--- src/rtl/trp_pkg.sv ---
// Package for the touch report parser: widths, header codes, register
// indexes, parser phase encoding and the item passed from parser to scaler.
// No dependencies.
package trp_pkg;

	localparam int DATA_W     = 8;
	localparam int SPAN_W     = 11;
	localparam int HIGH_SHIFT = 7;
	localparam int RAW_W      = DATA_W + HIGH_SHIFT + 1;
	localparam int PROD_W     = RAW_W + SPAN_W;
	localparam int FOLD_BITS  = 12;
	localparam int FULL_SCALE = 2**FOLD_BITS - 1;
	localparam int QUOT_W     = PROD_W - FOLD_BITS + 1;

	localparam logic [DATA_W-1:0] HDR_PEN_DOWN = 8'h81;
	localparam logic [DATA_W-1:0] HDR_PEN_UP   = 8'h80;

	localparam logic [SPAN_W-1:0] WIDTH_RESET  = 11'd800;
	localparam logic [SPAN_W-1:0] HEIGHT_RESET = 11'd480;

	typedef enum logic [0:0] {
		REG_SCREEN_WIDTH  = 1'b0,
		REG_SCREEN_HEIGHT = 1'b1
	} cfg_reg_t;

	typedef enum logic [2:0] {
		PH_IDLE,
		PH_X_LO,
		PH_X_HI,
		PH_Y_LO,
		PH_Y_HI
	} phase_t;

	typedef struct packed {
		logic             pen;
		logic [RAW_W-1:0] raw_x;
		logic [RAW_W-1:0] raw_y;
	} trp_item_t;

endpackage

--- src/rtl/trp_byte_if.sv ---
// Byte channel from the touch controller link: valid/ready plus one byte.
// Depends on trp_pkg.
interface trp_byte_if;
	import trp_pkg::*;

	logic              valid;
	logic              ready;
	logic [DATA_W-1:0] rx_byte;

	modport source (output valid, output rx_byte, input ready);
	modport sink (input valid, input rx_byte, output ready);

endinterface

--- src/rtl/trp_report_if.sv ---
// Report channel: valid/ready plus pen state, scaled coordinates and range flag.
// Depends on trp_pkg.
interface trp_report_if;
	import trp_pkg::*;

	logic              valid;
	logic              ready;
	logic              pen_down;
	logic [SPAN_W-1:0] x_pixel;
	logic [SPAN_W-1:0] y_pixel;
	logic              out_of_range;

	modport source (output valid, output pen_down, output x_pixel, output y_pixel,
		output out_of_range, input ready);
	modport sink (input valid, input pen_down, input x_pixel, input y_pixel,
		input out_of_range, output ready);

endinterface

--- src/rtl/trp_parser.sv ---
// Byte framing for touch reports: tracks header and data phase, collects
// the raw X and Y readings. Depends on trp_pkg.
module trp_parser (
	input  logic                             clk,
	input  logic                             arst_n,
	input  logic                             accept,
	input  logic [trp_pkg::DATA_W-1:0]       rx_byte,
	output logic                             done,
	output trp_pkg::trp_item_t               item
);
	import trp_pkg::*;

	phase_t            phase_q;
	phase_t            phase_d;
	logic              is_hdr;
	logic              pen_q;
	logic [DATA_W-1:0] x_lo_q;
	logic [DATA_W-1:0] y_lo_q;
	logic [RAW_W-1:0]  raw_x_q;

	assign is_hdr = (rx_byte == HDR_PEN_DOWN) || (rx_byte == HDR_PEN_UP);

	always_comb begin
		phase_d = phase_q;
		if (accept) begin
			if (is_hdr) begin
				phase_d = PH_X_LO;
			end else begin
				unique case (phase_q)
					PH_IDLE: phase_d = PH_IDLE;
					PH_X_LO: phase_d = PH_X_HI;
					PH_X_HI: phase_d = PH_Y_LO;
					PH_Y_LO: phase_d = PH_Y_HI;
					PH_Y_HI: phase_d = PH_IDLE;
					default: phase_d = PH_IDLE;
				endcase
			end
		end
	end

	always_comb begin
		done       = accept && !is_hdr && (phase_q == PH_Y_HI);
		item.pen   = pen_q;
		item.raw_x = raw_x_q;
		item.raw_y = (RAW_W'(rx_byte) << HIGH_SHIFT) + RAW_W'(y_lo_q);
	end

	always_ff @(posedge clk or negedge arst_n) begin
		if (!arst_n) begin
			phase_q <= PH_IDLE;
		end else begin
			phase_q <= phase_d;
		end
	end

	always_ff @(posedge clk) begin
		if (accept) begin
			if (is_hdr) begin
				pen_q <= (rx_byte == HDR_PEN_DOWN);
			end else begin
				case (phase_q)
					PH_X_LO: x_lo_q  <= rx_byte;
					PH_X_HI: raw_x_q <= (RAW_W'(rx_byte) << HIGH_SHIFT) + RAW_W'(x_lo_q);
					PH_Y_LO: y_lo_q  <= rx_byte;
					default: ;
				endcase
			end
		end
	end

	a_done_in_last_phase: assert property (@(posedge clk) disable iff (!arst_n)
		done |=> phase_q == PH_IDLE)
		else $error("report completed without returning to idle");

endmodule

--- src/rtl/touch_report_parser.sv ---
// Touch report parser top level: config registers, parser, scaling pipeline.
// Depends on trp_pkg, trp_byte_if, trp_report_if, trp_parser.
//
//   port     | dir  | carries
//   ---------+------+------------------------------------------------
//   bytes    | in   | rx_byte, one byte per transaction
//   reports  | out  | pen_down, x_pixel, y_pixel, out_of_range
//   cfg_*    | in   | screen_width / screen_height writes
//
// One byte is taken per cycle while bytes.ready is high. After its last
// byte a report is registered through capture, multiply by the span, and
// divide by full scale with range check. Reset returns the parser to
// waiting for a header and loads 800 x 480. A stalled report output holds
// the pipeline; bytes keep flowing while any stage is empty.
module touch_report_parser (
	input  logic                         clk,
	input  logic                         arst_n,
	input  logic                         cfg_we,
	input  trp_pkg::cfg_reg_t            cfg_index,
	input  logic [trp_pkg::SPAN_W-1:0]   cfg_data,
	trp_byte_if.sink                     bytes,
	trp_report_if.source                 reports
);
	import trp_pkg::*;

	logic [SPAN_W-1:0] width_q;
	logic [SPAN_W-1:0] height_q;

	logic              accept;
	logic              done;
	trp_item_t         item;

	logic              rdy_out;
	logic              rdy_s2;
	logic              rdy_s1;

	logic              v_s1;
	trp_item_t         item_s1;

	logic              v_s2;
	logic              pen_s2;
	logic [PROD_W-1:0] prod_x_s2;
	logic [PROD_W-1:0] prod_y_s2;

	logic [QUOT_W-1:0] quot_x;
	logic [QUOT_W-1:0] quot_y;
	logic              bad;

	logic              out_valid_q;
	logic              out_pen_q;
	logic [SPAN_W-1:0] out_x_q;
	logic [SPAN_W-1:0] out_y_q;
	logic              out_bad_q;

	function automatic logic [QUOT_W-1:0] div_full_scale(input logic [PROD_W-1:0] p);
		logic [QUOT_W-1:0]    a;
		logic [QUOT_W-1:0]    s;
		logic [QUOT_W-1:0]    a2;
		logic [FOLD_BITS:0]   t;
		logic                 carry;
		a     = QUOT_W'(p >> FOLD_BITS);
		s     = a + QUOT_W'(p[FOLD_BITS-1:0]);
		a2    = s >> FOLD_BITS;
		t     = (FOLD_BITS+1)'(a2) + {1'b0, s[FOLD_BITS-1:0]};
		carry = (t >= (FOLD_BITS+1)'(FULL_SCALE));
		return a + a2 + QUOT_W'(carry);
	endfunction

	always_ff @(posedge clk or negedge arst_n) begin
		if (!arst_n) begin
			width_q  <= WIDTH_RESET;
			height_q <= HEIGHT_RESET;
		end else if (cfg_we) begin
			unique case (cfg_index)
				REG_SCREEN_WIDTH:  width_q  <= cfg_data;
				REG_SCREEN_HEIGHT: height_q <= cfg_data;
			endcase
		end
	end

	assign rdy_out     = !out_valid_q || reports.ready;
	assign rdy_s2      = !v_s2 || rdy_out;
	assign rdy_s1      = !v_s1 || rdy_s2;
	assign bytes.ready = rdy_s1;
	assign accept      = bytes.valid && rdy_s1;

	trp_parser u_parser (
		.clk     (clk),
		.arst_n  (arst_n),
		.accept  (accept),
		.rx_byte (bytes.rx_byte),
		.done    (done),
		.item    (item)
	);

	always_comb begin
		quot_x = div_full_scale(prod_x_s2);
		quot_y = div_full_scale(prod_y_s2);
		bad    = (quot_x > QUOT_W'(width_q)) || (quot_y > QUOT_W'(height_q));
	end

	always_ff @(posedge clk or negedge arst_n) begin
		if (!arst_n) begin
			v_s1        <= 1'b0;
			v_s2        <= 1'b0;
			out_valid_q <= 1'b0;
		end else begin
			if (rdy_s1) begin
				v_s1 <= done;
			end
			if (rdy_s2) begin
				v_s2 <= v_s1;
			end
			if (rdy_out) begin
				out_valid_q <= v_s2;
			end
		end
	end

	always_ff @(posedge clk) begin
		if (rdy_s1) begin
			item_s1 <= item;
		end
		if (rdy_s2) begin
			pen_s2    <= item_s1.pen;
			prod_x_s2 <= PROD_W'(item_s1.raw_x) * PROD_W'(width_q);
			prod_y_s2 <= PROD_W'(item_s1.raw_y) * PROD_W'(height_q);
		end
		if (rdy_out) begin
			out_pen_q <= pen_s2;
			out_bad_q <= bad;
			out_x_q   <= bad ? '0 : quot_x[SPAN_W-1:0];
			out_y_q   <= bad ? '0 : quot_y[SPAN_W-1:0];
		end
	end

	assign reports.valid        = out_valid_q;
	assign reports.pen_down     = out_pen_q;
	assign reports.x_pixel      = out_x_q;
	assign reports.y_pixel      = out_y_q;
	assign reports.out_of_range = out_bad_q;

	a_out_from_s2: assert property (@(posedge clk) disable iff (!arst_n)
		$rose(out_valid_q) |-> $past(v_s2))
		else $error("report appeared without a scaled item behind it");

	a_bad_zeroes: assert property (@(posedge clk) disable iff (!arst_n)
		out_valid_q && out_bad_q |-> out_x_q == '0 && out_y_q == '0)
		else $error("out-of-range report carries nonzero coordinates");

	a_in_range: assert property (@(posedge clk) disable iff (!arst_n)
		out_valid_q && !out_bad_q |-> out_x_q <= width_q && out_y_q <= height_q)
		else $error("in-range report exceeds the screen span");

	a_s2_hold: assert property (@(posedge clk) disable iff (!arst_n)
		v_s2 && !rdy_s2 |=> v_s2 && $stable(prod_x_s2) && $stable(prod_y_s2))
		else $error("stalled product stage lost its contents");

endmodule

--- src/flat_wrapper.sv ---
// flat-port wrapper written by rule: the top's interface ports become plain ports
module touch_report_parser_flat import trp_pkg::*;
  (clk, arst_n, cfg_we, cfg_index, cfg_data, bytes_valid, bytes_rx_byte, bytes_ready, reports_valid, reports_pen_down, reports_x_pixel, reports_y_pixel, reports_out_of_range, reports_ready);
  trp_byte_if bytes_i ();
  trp_report_if reports_i ();
  input  logic clk;
  input  logic arst_n;
  input  logic cfg_we;
  input  trp_pkg::cfg_reg_t cfg_index;
  input  logic [trp_pkg::SPAN_W-1:0] cfg_data;
  input wire logic [$bits(bytes_i.valid)-1:0] bytes_valid;
  input wire logic [$bits(bytes_i.rx_byte)-1:0] bytes_rx_byte;
  output wire logic [$bits(bytes_i.ready)-1:0] bytes_ready;
  output wire logic [$bits(reports_i.valid)-1:0] reports_valid;
  output wire logic [$bits(reports_i.pen_down)-1:0] reports_pen_down;
  output wire logic [$bits(reports_i.x_pixel)-1:0] reports_x_pixel;
  output wire logic [$bits(reports_i.y_pixel)-1:0] reports_y_pixel;
  output wire logic [$bits(reports_i.out_of_range)-1:0] reports_out_of_range;
  input wire logic [$bits(reports_i.ready)-1:0] reports_ready;
  assign bytes_i.valid = bytes_valid;
  assign bytes_i.rx_byte = bytes_rx_byte;
  assign bytes_ready = bytes_i.ready;
  assign reports_valid = reports_i.valid;
  assign reports_pen_down = reports_i.pen_down;
  assign reports_x_pixel = reports_i.x_pixel;
  assign reports_y_pixel = reports_i.y_pixel;
  assign reports_out_of_range = reports_i.out_of_range;
  assign reports_i.ready = reports_ready;
  touch_report_parser u_core (.clk(clk), .arst_n(arst_n), .cfg_we(cfg_we), .cfg_index(cfg_index), .cfg_data(cfg_data), .bytes(bytes_i), .reports(reports_i));
endmodule
--- config.mk ---
export PLATFORM = sky130hd
export DESIGN_NAME = touch_report_parser_flat
export DESIGN_NICKNAME = d
export VERILOG_FILES = /design/src/rtl/trp_pkg.sv /design/src/rtl/trp_byte_if.sv /design/src/rtl/trp_report_if.sv /design/src/rtl/trp_parser.sv /design/src/rtl/touch_report_parser.sv /design/src/flat_wrapper.sv
export SDC_FILE = /design/constraint.sdc
export NUM_CORES = 1
export LEC_CHECK = 0
export ABC_AREA = 1
export BUFFER_PORTS_ARGS = -buffer_cell sky130_fd_sc_hd__buf_2
export CAP_MARGIN = 5
export CORE_UTILIZATION = 59
export CTS_CLUSTER_DIAMETER = 100
export DETAILED_ROUTE_END_ITERATION = 12
export PLACE_DENSITY = 0.77
export SYNTH_ARGS = -nofsm -noshare
export SYNTH_HDL_FRONTEND = slang
export SYNTH_HIERARCHICAL = 1
export SYNTH_SLANG_ARGS = --single-unit
--- constraint.sdc ---
create_clock -name clk -period 6.3 [get_ports clk]
set_clock_uncertainty 0.2 [all_clocks]
set_input_delay 0.63 -clock clk [delete_from_list [all_inputs] [get_ports clk]]
set_output_delay 0.63 -clock clk [all_outputs]
set_load 0.01 [all_outputs]
==> flow_summary.ini <==
[outcome]
status = complete, but fails checks
violations = negative setup slack

[clock_network]
tritoncts = built
clkTransAtPathRegs_ns = 0.07
cts_inserted_buffers = 17
clkLatencyLatePin_ns = 0.45
root_buffer = clkbuf_16
ctsLongestPathBuffers = 2
htree_levels = 4
hold_buffers = 0
clock-sinks = 173

[worst_setup_path]
crit_required_ns = 6.30
start_kind = flip-flop
cp_data_arrival_time_ns = 6.36
endpoint_kind = flip-flop
rr_endpoint = u_core/reports.out_of_range
r2r-start = u_core/prod_x_s2[12]
slowest_stage = fa_2
r2r_setup_slack_ns = -0.06
slowest_delay_ns = 0.43
path_class = flip-flop to flip-flop
r2r_cells = 48
critical_path_peak_fanout = 6
cp_common_cell = nand2_1

[floorplanning]
coreArea_um2 = 34600
rows = 68
die_w_um = 190
die-area_um2 = 36100
top_level_ports = 51
start_util_pct = 60.2
chipHeight_um = 190

[yosys]
yosys.area.top_type = fa_1
syn_inst = 2467
avgSynthCellArea_um2 = 8.45
yosysSeqAreaShare_pct = 24.3
synth_seq_cells = 173
yosysUniqueCellTypes = 39
yosysWarnings = 6
netlist_area_um2 = 20800
syn_nets = 2944
yosysTopAreaCellShare_pct = 24.8
synth_area_leaders = fa_1 25%, edfxtp_1 21%, nand2_1 12%

[global_route]
grt_max_degree = 56
grt.total_usage_pct = 27.8
grt_pass1_vias = 16700
grt-ovfl-total = 0
antenna_found_initial = 0
grt_pass1_wl_um = 79100

[final_layout]
final_util_pct = 65.5
diodes = 0
drive_above_1_share_pct = 10.4
fillCellCount = 2720
syn2layout_area_growth_pct = 8.83
nets = 2983
design_area_um2 = 22700

[timing]
worstMarginPinSlew_ns = 1.25
maxSlewViolCount = 0
relSlewSlack_pct = 16.3
hold_viol = 0
setup_ws_ns = -0.0590
rsz0062_at_grt = true
period_minus_slack_ns = 6.36
finalSetupViolCount = 9
max_freq_mhz = 157
final.period_utilization_pct = 101

[routing]
route.detailed.drc = 0
dr_wl_met2_um = 22300
vias = 15900
wl_met3_um = 3730
routed.top_layer = met4
first_pass_iters = 5
wl_per_cell_um = 16.0
wl_um = 47500
initialDrtViolationCount = 1228
drtAntennaViolNets = 0
met1_length_um = 20200
avgViaCountPerCell = 5.35

[job]
cap_violations = 0

[placed_design]
dpl_cell_area_um2 = 21600
place_hpwl_um = 37900
place_congestion = 0.895
port_buffers = 50

[worst_hold_path]
min_path_type = input port to asynchronous set/reset pin
cell type report:
type / count / area [um^2] / share of cell area [%]
flip-flops and latches: 173 / 5060 / 22.3
repair buffers: 115 / 786 / 3.46
well taps: 455 / 569 / 2.51
multi-input cells: 1620 / 13500 / 59.4
clock buffers: 18 / 429 / 1.89
clock inverters: 14 / 191 / 0.844
inverters: 579 / 2180 / 9.59
critical path, delay by kind of cell (launching register included):
family | cells | cell delay [ns]
AND/OR/NAND/NOR | 33 | 2.95
AO/OA/AOI/OAI | 3 | 0.38
adder cells (fa/ha/maj) | 7 | 1.90
flip-flops | 1 | 0.40
buffers and inverters | 5 | 0.29
worst max-delay path by stage:
stage	end	startpoint	slack [ns]
after floorplan	u_core/reports.out_of_range	u_core/prod_x_s2[12]	0.21
after global placement	u_core/reports.out_of_range	u_core/prod_x_s2[12]	-0.04
after detailed placement	u_core/reports.x_pixel[7]	u_core/prod_x_s2[12]	-0.26
after CTS	u_core/reports.x_pixel[7]	u_core/prod_y_s2[12]	0.002
after global routing	u_core/reports.out_of_range	u_core/prod_x_s2[12]	-0.44
final	u_core/reports.out_of_range	u_core/prod_x_s2[12]	-0.06
what timing repair did:
item	4_1_cts	5_1_grt
setup buffers	4	7
cloned	0	1
endpoints found under the setup margin	23	23
gates resized for setup	25	62
pin swaps	8	45
sequential cells by signal (all words and copies together) (netlist names):
register / count
u_core/height_q: 11
u_core/item_s1: 33
u_core/pen_s2: 1
u_core/prod_x_s2: 27
u_core/prod_y_s2: 27
u_core/reports.out_of_range: 1
u_core/reports.pen_down: 1
u_core/reports.valid: 1
u_core/reports.x_pixel: 11
u_core/reports.y_pixel: 11
u_core/u_parser/pen_q: 1
u_core/u_parser/phase_q: 3
u_core/u_parser/raw_x_q: 16
u_core/u_parser/x_lo_q: 8
u_core/u_parser/y_lo_q: 8
u_core/v_s1: 1
u_core/v_s2: 1
u_core/width_q: 11
synth_stat cells (all sizes together):
cell type / n
clkbuf: 80
nor4: 3
dfrtp: 21
inv: 579
ha: 194
a21oi: 78
xnor2: 23
nor3: 44
a221oi: 2
nand2: 661
o21bai: 7
a31oi: 1
nor2: 92
fa: 258
nand3: 72
buf: 15
edfxtp: 145
a21boi: 1
nand4: 16
or2: 8
nand3b: 10
o21a: 6
dfstp: 7
xor2: 71
a211o: 1
a21o: 7
nor3b: 1
o21ai: 63
and3: 1
kinds of logic (layout without fill, tap and decap cells):
logic type               Yosys count  count (layout)  synth area share [%]
AND/OR/NAND/NOR                  908             908                  18.5
AO/OA/AOI/OAI                    166             166                  4.30
XOR/XNOR                          94              94                  3.95
adder cells (fa/ha/maj)          452             452                  36.4
flip-flops                       173             173                  24.3
buffers and inverters            674             726                  12.5
cells in the final DEF (no fill, tap or decap), types with 4 or more instances in the layout:
cell type / Yosys / routed
buf_2: 0 / 50
nand3_2: 3 / 7
clkbuf_16: 0 / 18
nand2_2: 9 / 24
xor2_1: 71 / 64
nor3_4: 0 / 6
o21ai_0: 57 / 53
xnor2_1: 23 / 22
nand2_1: 652 / 634
inv_1: 574 / 566
dfstp_2: 7 / 7
buf_4: 8 / 59
fa_1: 258 / 251
nor3_1: 20 / 17
a21o_1: 7 / 7
o21a_1: 6 / 6
or2_2: 5 / 4
a21oi_1: 78 / 78
xor2_2: 0 / 7
nand3b_1: 10 / 10
o21bai_1: 7 / 7
nand3_1: 69 / 65
nor2_2: 3 / 4
o21ai_1: 6 / 6
nor2_1: 88 / 85
dfrtp_1: 21 / 21
nor3_2: 24 / 21
inv_2: 5 / 12
edfxtp_1: 145 / 145
nand4_1: 15 / 15
fa_2: 0 / 7
ha_1: 194 / 189
bufinv_16: 0 / 4
metrics by stage:
stage / worst slack (ns) / TNS (ns) / std cells / hold slack, ns
after floorplan: 0.210 / 0 / 2467 / 0.134
after global placement: -0.0358 / -0.354 / 2930 / 0.201
after detailed placement: -0.264 / -5.02 / 2930 / 0.205
after CTS: 0.00220 / 0 / 2966 / 0.0217
after global routing: -0.437 / -8.62 / 2974 / 0.0635
final: -0.0590 / -0.146 / 2974 / 0.0254
per-layer routing:
metal  global-route usage, %  vias to the layer above
li1                        -                     7532
met1                    36.6                     7662
met2                    45.7                      617
met3                    5.74                      105
met4                    9.77                        0
met5                       0                        -
Power is left out: the tool's default activity adds up to more than one toggle a clock period on the data nets, which glitch-free logic cannot reach.
